<file path="config.mk">
export PLATFORM = sky130hd
export DESIGN_NAME = pfps_ctrl
export DESIGN_NICKNAME = d
export VERILOG_FILES = /design/src/design/pfps_pkg.sv /design/src/design/pfps_ctrl.sv
export VERILOG_INCLUDE_DIRS = /design/src /design/src/design
export SDC_FILE = /design/constraint.sdc
export NUM_CORES = 1
export LEC_CHECK = 0
export ABC_AREA = 1
export BUFFER_PORTS_ARGS = -buffer_cell sky130_fd_sc_hd__buf_2
export CAP_MARGIN = 10
export CORE_ASPECT_RATIO = 0.6
export CORE_MARGIN = 10
export CORE_UTILIZATION = 52
export DETAILED_ROUTE_END_ITERATION = 12
export PLACE_DENSITY = 0.77
export REMOVE_ABC_BUFFERS = 1
export SYNTH_ARGS = -nofsm -noshare
export SYNTH_HDL_FRONTEND = slang
export SYNTH_SLANG_ARGS = --single-unit
</file>
<file path="constraint.sdc">
create_clock -name clk -period 3.3 [get_ports clk]
set_input_delay 0.66 -clock clk [delete_from_list [all_inputs] [get_ports clk]]
set_output_delay 0.66 -clock clk [all_outputs]
set_load 0.01 [all_outputs]
</file>
<file path="src/design/polyline_farthest_point_split_unit_defines.svh">
// Assertion macros shared by the farthest point split unit modules.
// Depends on nothing; users must have clk and arst_n in scope.
`ifndef POLYLINE_FARTHEST_POINT_SPLIT_UNIT_DEFINES_SVH
`define POLYLINE_FARTHEST_POINT_SPLIT_UNIT_DEFINES_SVH

// Checks a property on every rising clock edge outside of reset.
`define PFPS_ASSERT(lbl, prop, msg) \
	lbl: assert property (@(posedge clk) disable iff (!arst_n) (prop)) else $error(msg);

// Checks a property on every rising clock edge, reset included.
`define PFPS_ASSERT_ALWAYS(lbl, prop, msg) \
	lbl: assert property (@(posedge clk) (prop)) else $error(msg);

`endif

</file>
<file path="src/design/pfps_pkg.sv">
// Shared types and constants of the farthest point split unit.
// Depends on nothing; imported by the controller, datapath and top level.
package pfps_pkg;

	localparam int COORD_W = 12;
	localparam int INDEX_W = 10;

	localparam logic [1:0] RD_A    = 2'd0;
	localparam logic [1:0] RD_B    = 2'd1;
	localparam logic [1:0] RD_SCAN = 2'd2;
	localparam logic [1:0] RD_OUT  = 2'd3;

	typedef struct packed {
		logic [COORD_W-1:0] point_x;
		logic [COORD_W-1:0] point_y;
		logic               last_point;
	} point_t;

	typedef struct packed {
		logic [COORD_W-1:0] vertex_x;
		logic [COORD_W-1:0] vertex_y;
		logic [INDEX_W-1:0] vertex_index;
		logic               last_vertex;
	} vertex_t;

	typedef struct packed {
		logic       pt_write;
		logic       cnt_clear;
		logic       kept_wr_end;
		logic       kept_wr_zero;
		logic       kept_wr_split;
		logic       a_clear;
		logic       a_from_b;
		logic       b_load;
		logic       best_init;
		logic       latch_a;
		logic       latch_d;
		logic       scan_issue;
		logic       out_load;
		logic       out_last;
		logic [1:0] rd_sel;
	} cmd_t;

	typedef struct packed {
		logic seg_empty;
		logic scan_last;
		logic pipe_busy;
		logic out_taken;
	} sts_t;

endpackage

</file>
<file path="src/design/pfps_ctrl.sv">
// Controller state machine of the farthest point split unit.
// Depends on pfps_pkg and the assertion macro header.
`include "polyline_farthest_point_split_unit_defines.svh"

module pfps_ctrl #(
	parameter int LEVELS = 4,
	parameter int SW     = 5
) (
	input  logic            clk,
	input  logic            arst_n,
	input  logic            point_valid,
	input  logic            last_point,
	output logic            point_stall,
	output pfps_pkg::cmd_t  cmd,
	output logic [SW-1:0]   kept_addr,
	input  pfps_pkg::sts_t  sts
);
	import pfps_pkg::*;

	localparam int KEPT = (1 << LEVELS) + 1;
	localparam int LVW  = $clog2(LEVELS + 1);
	localparam logic [SW-1:0] LAST_SLOT = SW'(KEPT - 1);

	localparam logic [3:0] S_LOAD  = 4'd0;
	localparam logic [3:0] S_INIT0 = 4'd1;
	localparam logic [3:0] S_INIT1 = 4'd2;
	localparam logic [3:0] S_LVL   = 4'd3;
	localparam logic [3:0] S_RK    = 4'd4;
	localparam logic [3:0] S_RB    = 4'd5;
	localparam logic [3:0] S_RA    = 4'd6;
	localparam logic [3:0] S_RDB   = 4'd7;
	localparam logic [3:0] S_RD    = 4'd8;
	localparam logic [3:0] S_SCAN  = 4'd9;
	localparam logic [3:0] S_DRAIN = 4'd10;
	localparam logic [3:0] S_WR    = 4'd11;
	localparam logic [3:0] S_ORK   = 4'd12;
	localparam logic [3:0] S_ORS   = 4'd13;
	localparam logic [3:0] S_OLD   = 4'd14;
	localparam logic [3:0] S_OWT   = 4'd15;

	logic [3:0]     state_q, state_d;
	logic [LVW-1:0] lvl_q;
	logic [SW-1:0]  j_q;
	logic [SW-1:0]  o_q;
	logic [LVW-1:0] shift;
	logic [SW-1:0]  j_inc;
	logic [SW-1:0]  b_slot;
	logic [SW-1:0]  mid_slot;
	logic [SW-1:0]  last_j;
	logic           last_pair;
	logic           last_level;

	assign shift      = LVW'(LEVELS) - lvl_q;
	assign j_inc      = j_q + SW'(1);
	assign b_slot     = j_inc << shift;
	assign mid_slot   = (j_q << shift) + (SW'(1) << (shift - LVW'(1)));
	assign last_j     = (SW'(1) << lvl_q) - SW'(1);
	assign last_pair  = (j_q == last_j);
	assign last_level = (lvl_q == LVW'(LEVELS - 1));

	always_comb begin
		state_d     = state_q;
		cmd         = '0;
		cmd.rd_sel  = RD_A;
		point_stall = 1'b1;
		kept_addr   = '0;
		unique case (state_q)
			S_LOAD: begin
				point_stall  = 1'b0;
				cmd.pt_write = point_valid;
				if (point_valid && last_point) begin
					state_d = S_INIT0;
				end
			end
			S_INIT0: begin
				kept_addr       = LAST_SLOT;
				cmd.kept_wr_end = 1'b1;
				state_d         = S_INIT1;
			end
			S_INIT1: begin
				kept_addr        = '0;
				cmd.kept_wr_zero = 1'b1;
				state_d          = S_LVL;
			end
			S_LVL: begin
				cmd.a_clear = 1'b1;
				state_d     = S_RK;
			end
			S_RK: begin
				kept_addr = b_slot;
				state_d   = S_RB;
			end
			S_RB: begin
				kept_addr  = b_slot;
				cmd.b_load = 1'b1;
				state_d    = S_RA;
			end
			S_RA: begin
				cmd.rd_sel    = RD_A;
				cmd.best_init = 1'b1;
				state_d       = sts.seg_empty ? S_WR : S_RDB;
			end
			S_RDB: begin
				cmd.rd_sel  = RD_B;
				cmd.latch_a = 1'b1;
				state_d     = S_RD;
			end
			S_RD: begin
				cmd.latch_d = 1'b1;
				state_d     = S_SCAN;
			end
			S_SCAN: begin
				cmd.rd_sel     = RD_SCAN;
				cmd.scan_issue = 1'b1;
				if (sts.scan_last) begin
					state_d = S_DRAIN;
				end
			end
			S_DRAIN: begin
				if (!sts.pipe_busy) begin
					state_d = S_WR;
				end
			end
			S_WR: begin
				kept_addr         = mid_slot;
				cmd.kept_wr_split = 1'b1;
				cmd.a_from_b      = 1'b1;
				if (!last_pair) begin
					state_d = S_RK;
				end else if (last_level) begin
					state_d = S_ORK;
				end else begin
					state_d = S_LVL;
				end
			end
			S_ORK: begin
				kept_addr = o_q;
				state_d   = S_ORS;
			end
			S_ORS: begin
				kept_addr  = o_q;
				cmd.rd_sel = RD_OUT;
				state_d    = S_OLD;
			end
			S_OLD: begin
				kept_addr    = o_q;
				cmd.out_load = 1'b1;
				cmd.out_last = (o_q == LAST_SLOT);
				state_d      = S_OWT;
			end
			S_OWT: begin
				kept_addr = o_q;
				if (sts.out_taken) begin
					if (o_q == LAST_SLOT) begin
						cmd.cnt_clear = 1'b1;
						state_d       = S_LOAD;
					end else begin
						state_d = S_ORK;
					end
				end
			end
			default: begin
				state_d = S_LOAD;
			end
		endcase
	end

	always_ff @(posedge clk or negedge arst_n) begin
		if (!arst_n) begin
			state_q <= S_LOAD;
			lvl_q   <= '0;
			j_q     <= '0;
			o_q     <= '0;
		end else begin
			state_q <= state_d;
			if (state_q == S_INIT1) begin
				lvl_q <= '0;
			end
			if (state_q == S_LVL) begin
				j_q <= '0;
			end
			if (state_q == S_WR) begin
				if (!last_pair) begin
					j_q <= j_inc;
				end else if (last_level) begin
					o_q <= '0;
				end else begin
					lvl_q <= lvl_q + LVW'(1);
				end
			end
			if (state_q == S_OWT && sts.out_taken && o_q != LAST_SLOT) begin
				o_q <= o_q + SW'(1);
			end
		end
	end

	`PFPS_ASSERT(a_wr_after_drain, (state_q == S_WR) |-> !sts.pipe_busy, "split written while scan busy")
	`PFPS_ASSERT(a_scan_nonempty, (state_q == S_SCAN) |-> !sts.seg_empty, "scan of an empty segment")
	`PFPS_ASSERT(a_stall_cause, $rose(point_stall) |-> $past(point_valid && last_point), "stall without last point")

endmodule

</file>
==> results of run 1 <==
layout by cell type, fill, tap and decap left out, types with 2 or more instances in the layout:
| master | count |
|---|---|
| sky130_fd_sc_hd__nand2_4 | 2 |
| sky130_fd_sc_hd__ha_1 | 12 |
| sky130_fd_sc_hd__inv_2 | 6 |
| sky130_fd_sc_hd__nor2_1 | 42 |
| sky130_fd_sc_hd__xor2_1 | 6 |
| sky130_fd_sc_hd__inv_1 | 44 |
| sky130_fd_sc_hd__nand4_1 | 3 |
| sky130_fd_sc_hd__o21ai_1 | 9 |
| sky130_fd_sc_hd__buf_4 | 11 |
| sky130_fd_sc_hd__buf_2 | 29 |
| sky130_fd_sc_hd__o21ai_0 | 9 |
| sky130_fd_sc_hd__nor2_2 | 4 |
| sky130_fd_sc_hd__a21oi_2 | 2 |
| sky130_fd_sc_hd__ha_4 | 3 |
| sky130_fd_sc_hd__o211ai_1 | 3 |
| sky130_fd_sc_hd__nand2_2 | 8 |
| sky130_fd_sc_hd__clkbuf_8 | 3 |
| sky130_fd_sc_hd__nand3_1 | 23 |
| sky130_fd_sc_hd__a21oi_1 | 8 |
| sky130_fd_sc_hd__or2_2 | 2 |
| sky130_fd_sc_hd__buf_6 | 2 |
| sky130_fd_sc_hd__nor3_1 | 4 |
| sky130_fd_sc_hd__dfrtp_1 | 17 |
| sky130_fd_sc_hd__nand2_1 | 77 |
metal layers:
| metal | vias up | share of wire | track usage |
|---|---|---|---|
| li1 | 1062 | - | - |
| met1 | 971 | 0.48 | 0.2494 |
| met2 | 97 | 0.42 | 0.2362 |
| met3 | 10 | 0.088 | 0.03564 |
| met4 | 0 | 0.011 | 0.01957 |
| met5 | - | 0 | 0 |
timing repair:
action                                  4_1_cts  5_1_grt
endpoints found under the setup margin        3        3
pin swaps                                     5        7
resized for setup                            15       11
setup buffers                                 1        3
cells by family after synthesis:
group,Yosys count,share of synthesized area
compound gates,41,0.1231
fa+ha+maj,17,0.1141
simple gates,170,0.3940
flops,17,0.2204
xor+xnor,8,0.04018
buf+inv,54,0.1082
power breakdown:
part	leakage, nW	switching (mW)	total (mW)	internal [mW]
clock	0.0228	0.0699	0.156	0.0856
sequential	0.228	0.0747	0.333	0.259
combinational	1.07	1.10	1.75	0.650
registers in the layout, summed over array words and instances, names as in the netlist:
register and cells:
state_q 4, o_q 5, lvl_q 3, j_q 5
layout make-up:
| cell class | instances | area (um2) | share of cell area |
|---|---|---|---|
| well taps | 47 | 58.81 | 0.02475 |
| inverters | 50 | 187.7 | 0.07899 |
| clock buffers | 4 | 45.04 | 0.01896 |
| repair buffers | 42 | 250.2 | 0.1053 |
| flip-flops and latches | 17 | 425.4 | 0.1790 |
| multi-input cells | 236 | 1409 | 0.5929 |
worst max-delay path, delay by kind of cell, from the launching register on:
family	cells	cell delay, ps
fa+ha+maj	4	1020
flops	1	370
simple gates	4	310
xor+xnor	2	290
compound gates	2	270
buf+inv	2	200
worst max-delay path by stage:
stage                       start            to  slack (ps)  depth (start not counted)
2_1_floorplan  lvl_q[0]$_DFF_PN0_  kept_addr[4]        -300                         13
3_3_place_gp   lvl_q[0]$_DFF_PN0_  kept_addr[4]         170                         14
3_5_place_dp   lvl_q[0]$_DFF_PN0_  kept_addr[4]          40                         14
4_1_cts        lvl_q[0]$_DFF_PN0_  kept_addr[4]         0.8                         14
5_1_grt        lvl_q[1]$_DFF_PN0_  kept_addr[4]        -200                         14
6_report       lvl_q[1]$_DFF_PN0_  kept_addr[4]         -80                         14
per-stage QoR:
stage	instances	utilization	worst slack [ps]
3_3_place_gp	388	0.6031	169.7
4_1_cts	393	0.6336	0.7974
3_5_place_dp	388	0.6031	36.33
2_1_floorplan	303	-	-296.0
5_1_grt	396	0.6571	-195.1
6_report	396	0.6571	-81.22
==> results.py, run 1 <==
metrics = {
    "synthesis": {
        "synth_area_leaders": "sky130_fd_sc_hd__dfrtp_1 (22%), sky130_fd_sc_hd__nand2_1 (15%), sky130_fd_sc_hd__ha_1 (10%), sky130_fd_sc_hd__inv_1 (9.1%), sky130_fd_sc_hd__nor2_1 (8.6%)",
        "synth_area_leader": "sky130_fd_sc_hd__dfrtp_1",
        "synth_most_common_cell": "sky130_fd_sc_hd__nand2_1",
        "ys_dominant_reg_cell": "sky130_fd_sc_hd__dfrtp_1",
        "synth.top_cell.area_share": 0.2203,
        "synth_warnings": 0,
        "synthDistinctLibCells": 38,
        "post_synth_inst_count": 307,
        "post_synth.cell_area_avg_um2": 6.289,
        "synth_async_sr_flop_share": 1.000,
        "yosys-top-cells-count": "sky130_fd_sc_hd__nand2_1 (79), sky130_fd_sc_hd__inv_1 (47), sky130_fd_sc_hd__nor2_1 (44)",
        "number_of_enable_flip_flop_cells_after_synthesis": 0,
        "postSynthRegisterBits": 17,
        "synth-seq-area-share": 0.2203,
        "summed_instance_area_of_the_synthesized_netlist_um2": 1931,
    },
    "floorplan": {
        "die_width_um": 98.66,
        "area_of_the_core_um2": 3616,
        "fp.dieH_um": 67.20,
        "die_outline_area_um2": 6629,
        "io-pin-count": 30,
        "rows": 17,
        "effective_utilization_at_floorplan": 0.5339,
    },
    "grt": {
        "grt_antenna_before_repair": 0,
        "grt_pass1_wl_um": 9080,
        "grt-ovfl-total": 0,
        "grt_start_max_net_pins": 18,
        "vias_in_the_first_global_route": 1871,
        "grt_util_all_layers": 0.1647,
    },
    "power_and_ir_drop": {
        "powerDensity_nw_per_um2": 942.3,
        "power.static_leakage_nw": 1.323,
        "peak_vdd_ir_v": 0.0006887,
        "totalPowerFinal_mw": 2.239,
    },
    "sta": {
        "setup_repair_after_global_routing_missed_its_margin": "true",
        "setup_tns_ps": -86.20,
        "final_hold_viol_count": 0,
        "timing.slew.headroom": 0.7428,
        "worst_slack_ps": -81.22,
        "post_layout_minimum_cycle_time_ps": 3381,
        "fin_skew_ps": 10.22,
        "slew_viol_final": 0,
        "whs_ps": 318.6,
        "setup_viol": 2,
        "worst-slew-pin-transition_ps": 381.8,
        "clock.fmax_ghz": 0.2958,
        "layout_worst_path_cycle_share": 1.025,
    },
    "setup_path": {
        "slowest_delay_ps": 370,
        "crit_path_max_fanout": 3,
        "timing.critical_path.from_type": "flop",
        "r2r_start": "lvl_q[0]$_DFF_PN0_",
        "ff2ff_setup_slack_ps": 980,
        "timing.critical_path.cells": "inv_2, ha_4, ha_4, xnor2_2, nor2_1, ha_2, fa_2, a21oi_2, o21bai_2, xor2_1, nand2_1, nand3_1, nand3_1, buf_2",
        "worst_ep_required_time_ps": 2640,
        "timing.setup.critical_path_class": "flop to output pin",
        "slowest_stage": "sky130_fd_sc_hd__dfrtp_1",
        "critPathArrivalTime_ps": 2720,
        "end_kind": "output pin",
        "r2r_cells": 16,
        "r2r-end": "j_q[2]$_DFF_PN0_",
    },
    "finish": {
        "num_antenna_cells": 0,
        "final_layout_size_suffix_gt1_frac": 0.2407,
        "areaGrowthSynthToFinish_pct": 23.07,
        "finish.instance_area_um2": 2376,
        "fillCellCount": 322,
        "fin_nets": 375,
    },
    "clock_network": {
        "tritoncts_buffers": 3,
        "clk_pin_slew_worst_paths_ps": 70,
        "cts_hold_repair.buffers": 0,
        "clkLatencyLatePin_ps": 250,
        "cts_max_level": 1,
        "cts_root_buffer_type": "sky130_fd_sc_hd__clkbuf_8",
        "clock_sink_count": 17,
        "cts_buffer_depth": 2,
        "tritoncts": "built",
    },
    "detailed_routing": {
        "via_count": 2140,
        "routed_wirelength_um": 5928,
        "drt_first_pass_iters": 5,
        "avgViaCountPerCell": 5.404,
        "post_route_ant_nets": 0,
        "first_iter_violations": 214,
        "post-route-drc-count": 0,
        "wire_per_inst_um": 14.97,
    },
    "min_path": {
        "worst_hold_path_type": "input pin to asynchronous set/reset pin",
    },
    "flow_run": {
        "max-cap-violations": 0,
    },
    "placed_design": {
        "placement.cell_area_um2": 2181,
        "port_buffers": 29,
        "dp.final_hpwl_um": 4483,
        "finalWeightedCongestion": 0.9445,
    },
    "outcome": {
        "run_status": "complete, but fails checks",
        "violations_in_the_final_reports": "negative setup slack",
    },
}
No activity file was read; power rests on OpenSTA's default activity.
==> run 2, diff against run 1 <==
--- a/config.mk
+++ b/config.mk
@@ -10,7 +10,6 @@
 export BUFFER_PORTS_ARGS = -buffer_cell sky130_fd_sc_hd__buf_2
 export CAP_MARGIN = 10
 export CORE_ASPECT_RATIO = 0.6
-export CORE_MARGIN = 10
 export CORE_UTILIZATION = 52
 export DETAILED_ROUTE_END_ITERATION = 12
 export PLACE_DENSITY = 0.77
==> constraint.sdc (replaced) <==
create_clock -name clk -period 3.3 [get_ports clk]
set_input_delay 0.165 -clock clk [delete_from_list [all_inputs] [get_ports clk]]
set_output_delay 0.165 -clock clk [all_outputs]
set_load 0.01 [all_outputs]
==> run 2 against run 1 <==
Net effect:
- the run now ends clean
- largest power group unchanged
- clock power increased by 5%
- die area decreased by 40%
- via count decreased by 2.6%
==> results.py, run 2 (synthesized netlist as in run 1, its figures left out) <==
metrics = {
    "setup_path": {
        "r2r_start": "lvl_q[1]$_DFF_PN0_",
        "r2r-end": "lvl_q[2]$_DFF_PN0_",
        "ff2ff_setup_slack_ps": 1030,
        "critPathArrivalTime_ps": 2920,
        "cell_mode_on_critical_path": "sky130_fd_sc_hd__nand3_1",
        "slowest_delay_ps": 430,
        "timing.setup.critical_path_class": "flop to output pin",
        "crit_buf_inv": 2,
        "end_kind": "output pin",
        "critPathTopFamily": "adder cells",
        "worst_ep_required_time_ps": 3130,
        "slowest_stage": "sky130_fd_sc_hd__dfrtp_1",
        "r2r_cells": 16,
        "timing.critical_path.cells": "inv_2, ha_2, ha_4, xnor2_4, nor2_1, ha_1, fa_1, a21oi_1, o21bai_1, xor2_1, nand2_1, nand3_1, nand3_1, buf_2",
        "crit_path_max_fanout": 8,
        "timing.critical_path.from_type": "flop",
    },
    "grt": {
        "grt_antenna_before_repair": 0,
        "vias_in_the_first_global_route": 1810,
        "grt_start_max_net_pins": 18,
        "grt_pass1_wl_um": 8659,
        "grt_util_all_layers": 0.2900,
        "grt-ovfl-total": 0,
    },
    "clock_network": {
        "cts_max_level": 1,
        "clkLatencyLatePin_ps": 260,
        "cts_root_buffer_type": "sky130_fd_sc_hd__clkbuf_8",
        "cts_buffer_depth": 2,
        "clk_pin_slew_worst_paths_ps": 70,
        "tritoncts": "built",
        "clock_sink_count": 17,
        "tritoncts_buffers": 3,
    },
    "detailed_routing": {
        "wire_per_inst_um": 13.69,
        "routed_wirelength_um": 5258,
        "drt_first_pass_iters": 5,
        "avgViaCountPerCell": 5.427,
        "post_route_ant_nets": 0,
        "post-route-drc-count": 0,
        "first_iter_violations": 219,
        "via_count": 2084,
    },
    "floorplan": {
        "io-pin-count": 30,
        "fp.dieH_um": 49.20,
        "die_outline_area_um2": 3968,
        "effective_utilization_at_floorplan": 0.5673,
        "area_of_the_core_um2": 3403,
        "rows": 16,
        "die_width_um": 80.66,
    },
    "min_path": {
        "holdPathEnd": "state_q[2]$_DFFE_PN0P_",
        "worstHoldPathCells": 4,
        "worstHoldStart": "sts[0]",
        "worst_hold_path_type": "input pin to flop",
    },
    "finish": {
        "areaGrowthSynthToFinish_pct": 14.52,
        "fin_nets": 365,
        "final_cell_mix": "sky130_fd_sc_hd__nand2_1 (79), sky130_fd_sc_hd__inv_1 (46), sky130_fd_sc_hd__nor2_1 (44)",
        "largest_registers": "j_q x5, o_q x5, state_q x4",
        "finish.cell_count_without_fillers": 384,
        "layout.cells.most_common": "sky130_fd_sc_hd__nand2_1",
        "num_antenna_cells": 0,
        "fillCellCount": 329,
        "final_layout_size_suffix_gt1_frac": 0.1740,
    },
    "power_and_ir_drop": {
        "peak_vdd_ir_v": 0.0004232,
        "powerDensity_nw_per_um2": 904.4,
        "power.static_leakage_nw": 1.247,
    },
    "sta": {
        "setup_repair_after_global_routing_missed_its_margin": "false",
        "setup_viol": 0,
        "worst-slew-pin-transition_ps": 403.5,
        "clock.fmax_ghz": 0.3237,
        "slew_viol_final": 0,
        "final_hold_viol_count": 0,
        "fin_skew_ps": 4.697,
        "post_layout_minimum_cycle_time_ps": 3089,
        "layout_worst_path_cycle_share": 0.9361,
        "timing.slew.headroom": 0.7310,
        "setup_tns_ps": 0,
    },
    "placed_design": {
        "finalWeightedCongestion": 0.8965,
        "numPlacedInstances": 379,
        "dp.final_hpwl_um": 4250,
        "port_buffers": 29,
    },
    "outcome": {
        "run_status": "completed",
    },
    "flow_run": {
        "max-cap-violations": 0,
    },
}
==> run 2: cell types whose count changed in the layout (fill, tap and decap cells not counted), sizes merged <==
cell	delta
buf	-11
clkbuf	-1
clkinvlp	+1
dlygate4sd3	+1
==> run 2: worst max path at each step <==
stage / from / end / slack (ps) / depth (start not counted)
3_3_place_gp: lvl_q[1]$_DFF_PN0_ / kept_addr[4] / 400 / 14
5_1_grt: lvl_q[1]$_DFF_PN0_ / kept_addr[4] / 3 / 14
4_1_cts: lvl_q[1]$_DFF_PN0_ / kept_addr[4] / 3 / 14
2_1_floorplan: lvl_q[0]$_DFF_PN0_ / kept_addr[4] / 200 / 13
3_5_place_dp: lvl_q[1]$_DFF_PN0_ / kept_addr[4] / 260 / 14
6_report: lvl_q[1]$_DFF_PN0_ / kept_addr[4] / 210 / 14
==> run 2: routing by layer <==
| layer | vias to the layer above | GRT usage | wire length, um | share of wire |
|---|---|---|---|---|
| met3 | 2 | 0.06355 | 556 | 0.11 |
| met2 | 108 | 0.3884 | 2034 | 0.39 |
| li1 | 1039 | - | - | - |
| met4 | 0 | 0.04762 | 17 | 0.0032 |
| met1 | 935 | 0.4685 | 2650 | 0.50 |
| met5 | - | 0 | 0 | 0 |
==> run 2: through the flow <==
step / setup WS, ps / hold WS (ps) / utilization / cell area [um2] / total power [mW]
after CTS: 3.470 / 223.8 / 0.6419 / 2185 / 1.909
after global placement: 396.3 / 114.2 / 0.6246 / 2126 / 1.714
after global routing: 2.844 / 282.6 / 0.6496 / 2211 / 2.191
after detailed placement: 260.9 / 116.9 / 0.6246 / 2126 / 1.738
final: 210.9 / 230.4 / 0.6496 / 2211 / 2.000
after floorplan: 199.0 / -130.6 / - / 1909 / 1.400
==> run 2: cell type report <==
cell class,count,area (um2),share of cell area
multi-input cells,236,1323,0.5982
flip-flops and latches,17,425.4,0.1924
inverters,50,187.7,0.08489
repair buffers,32,170.2,0.07697
well taps,45,56.30,0.02547
clock buffers,3,41.29,0.01868
clock inverters,1,7.507,0.003396
==> run 2: what timing repair did <==
action	CTS	global route
hold buffers	1	0
gates resized for setup	0	5
pin swaps	1	0
buffers inserted	0	0
endpoints found under the setup margin	1	2
endpoints found under the hold margin	17	0
==> run 2: worst reg2reg max path, cell delays in order, from the launching register on <==
cell,delay (ps)
sky130_fd_sc_hd__dfrtp_1,430
sky130_fd_sc_hd__inv_2,100
sky130_fd_sc_hd__ha_2,220
sky130_fd_sc_hd__ha_4,160
sky130_fd_sc_hd__inv_1,70
sky130_fd_sc_hd__ha_1,290
sky130_fd_sc_hd__inv_1,40
sky130_fd_sc_hd__nand2_1,50
sky130_fd_sc_hd__nand2_1,60
sky130_fd_sc_hd__nor2_2,100
sky130_fd_sc_hd__nand2_1,80
sky130_fd_sc_hd__nor2_2,120
sky130_fd_sc_hd__nand3_2,90
sky130_fd_sc_hd__nor2_1,170
sky130_fd_sc_hd__nand2_1,70
sky130_fd_sc_hd__nand2_1,60
sky130_fd_sc_hd__nor2_1,30
==> run 2: power by group <==
group	internal [mW]	leakage, nW	total [mW]	switching (mW)
sequential	0.259	0.228	0.331	0.0720
combinational	0.535	0.997	1.51	0.971
clock	0.0850	0.0217	0.164	0.0785
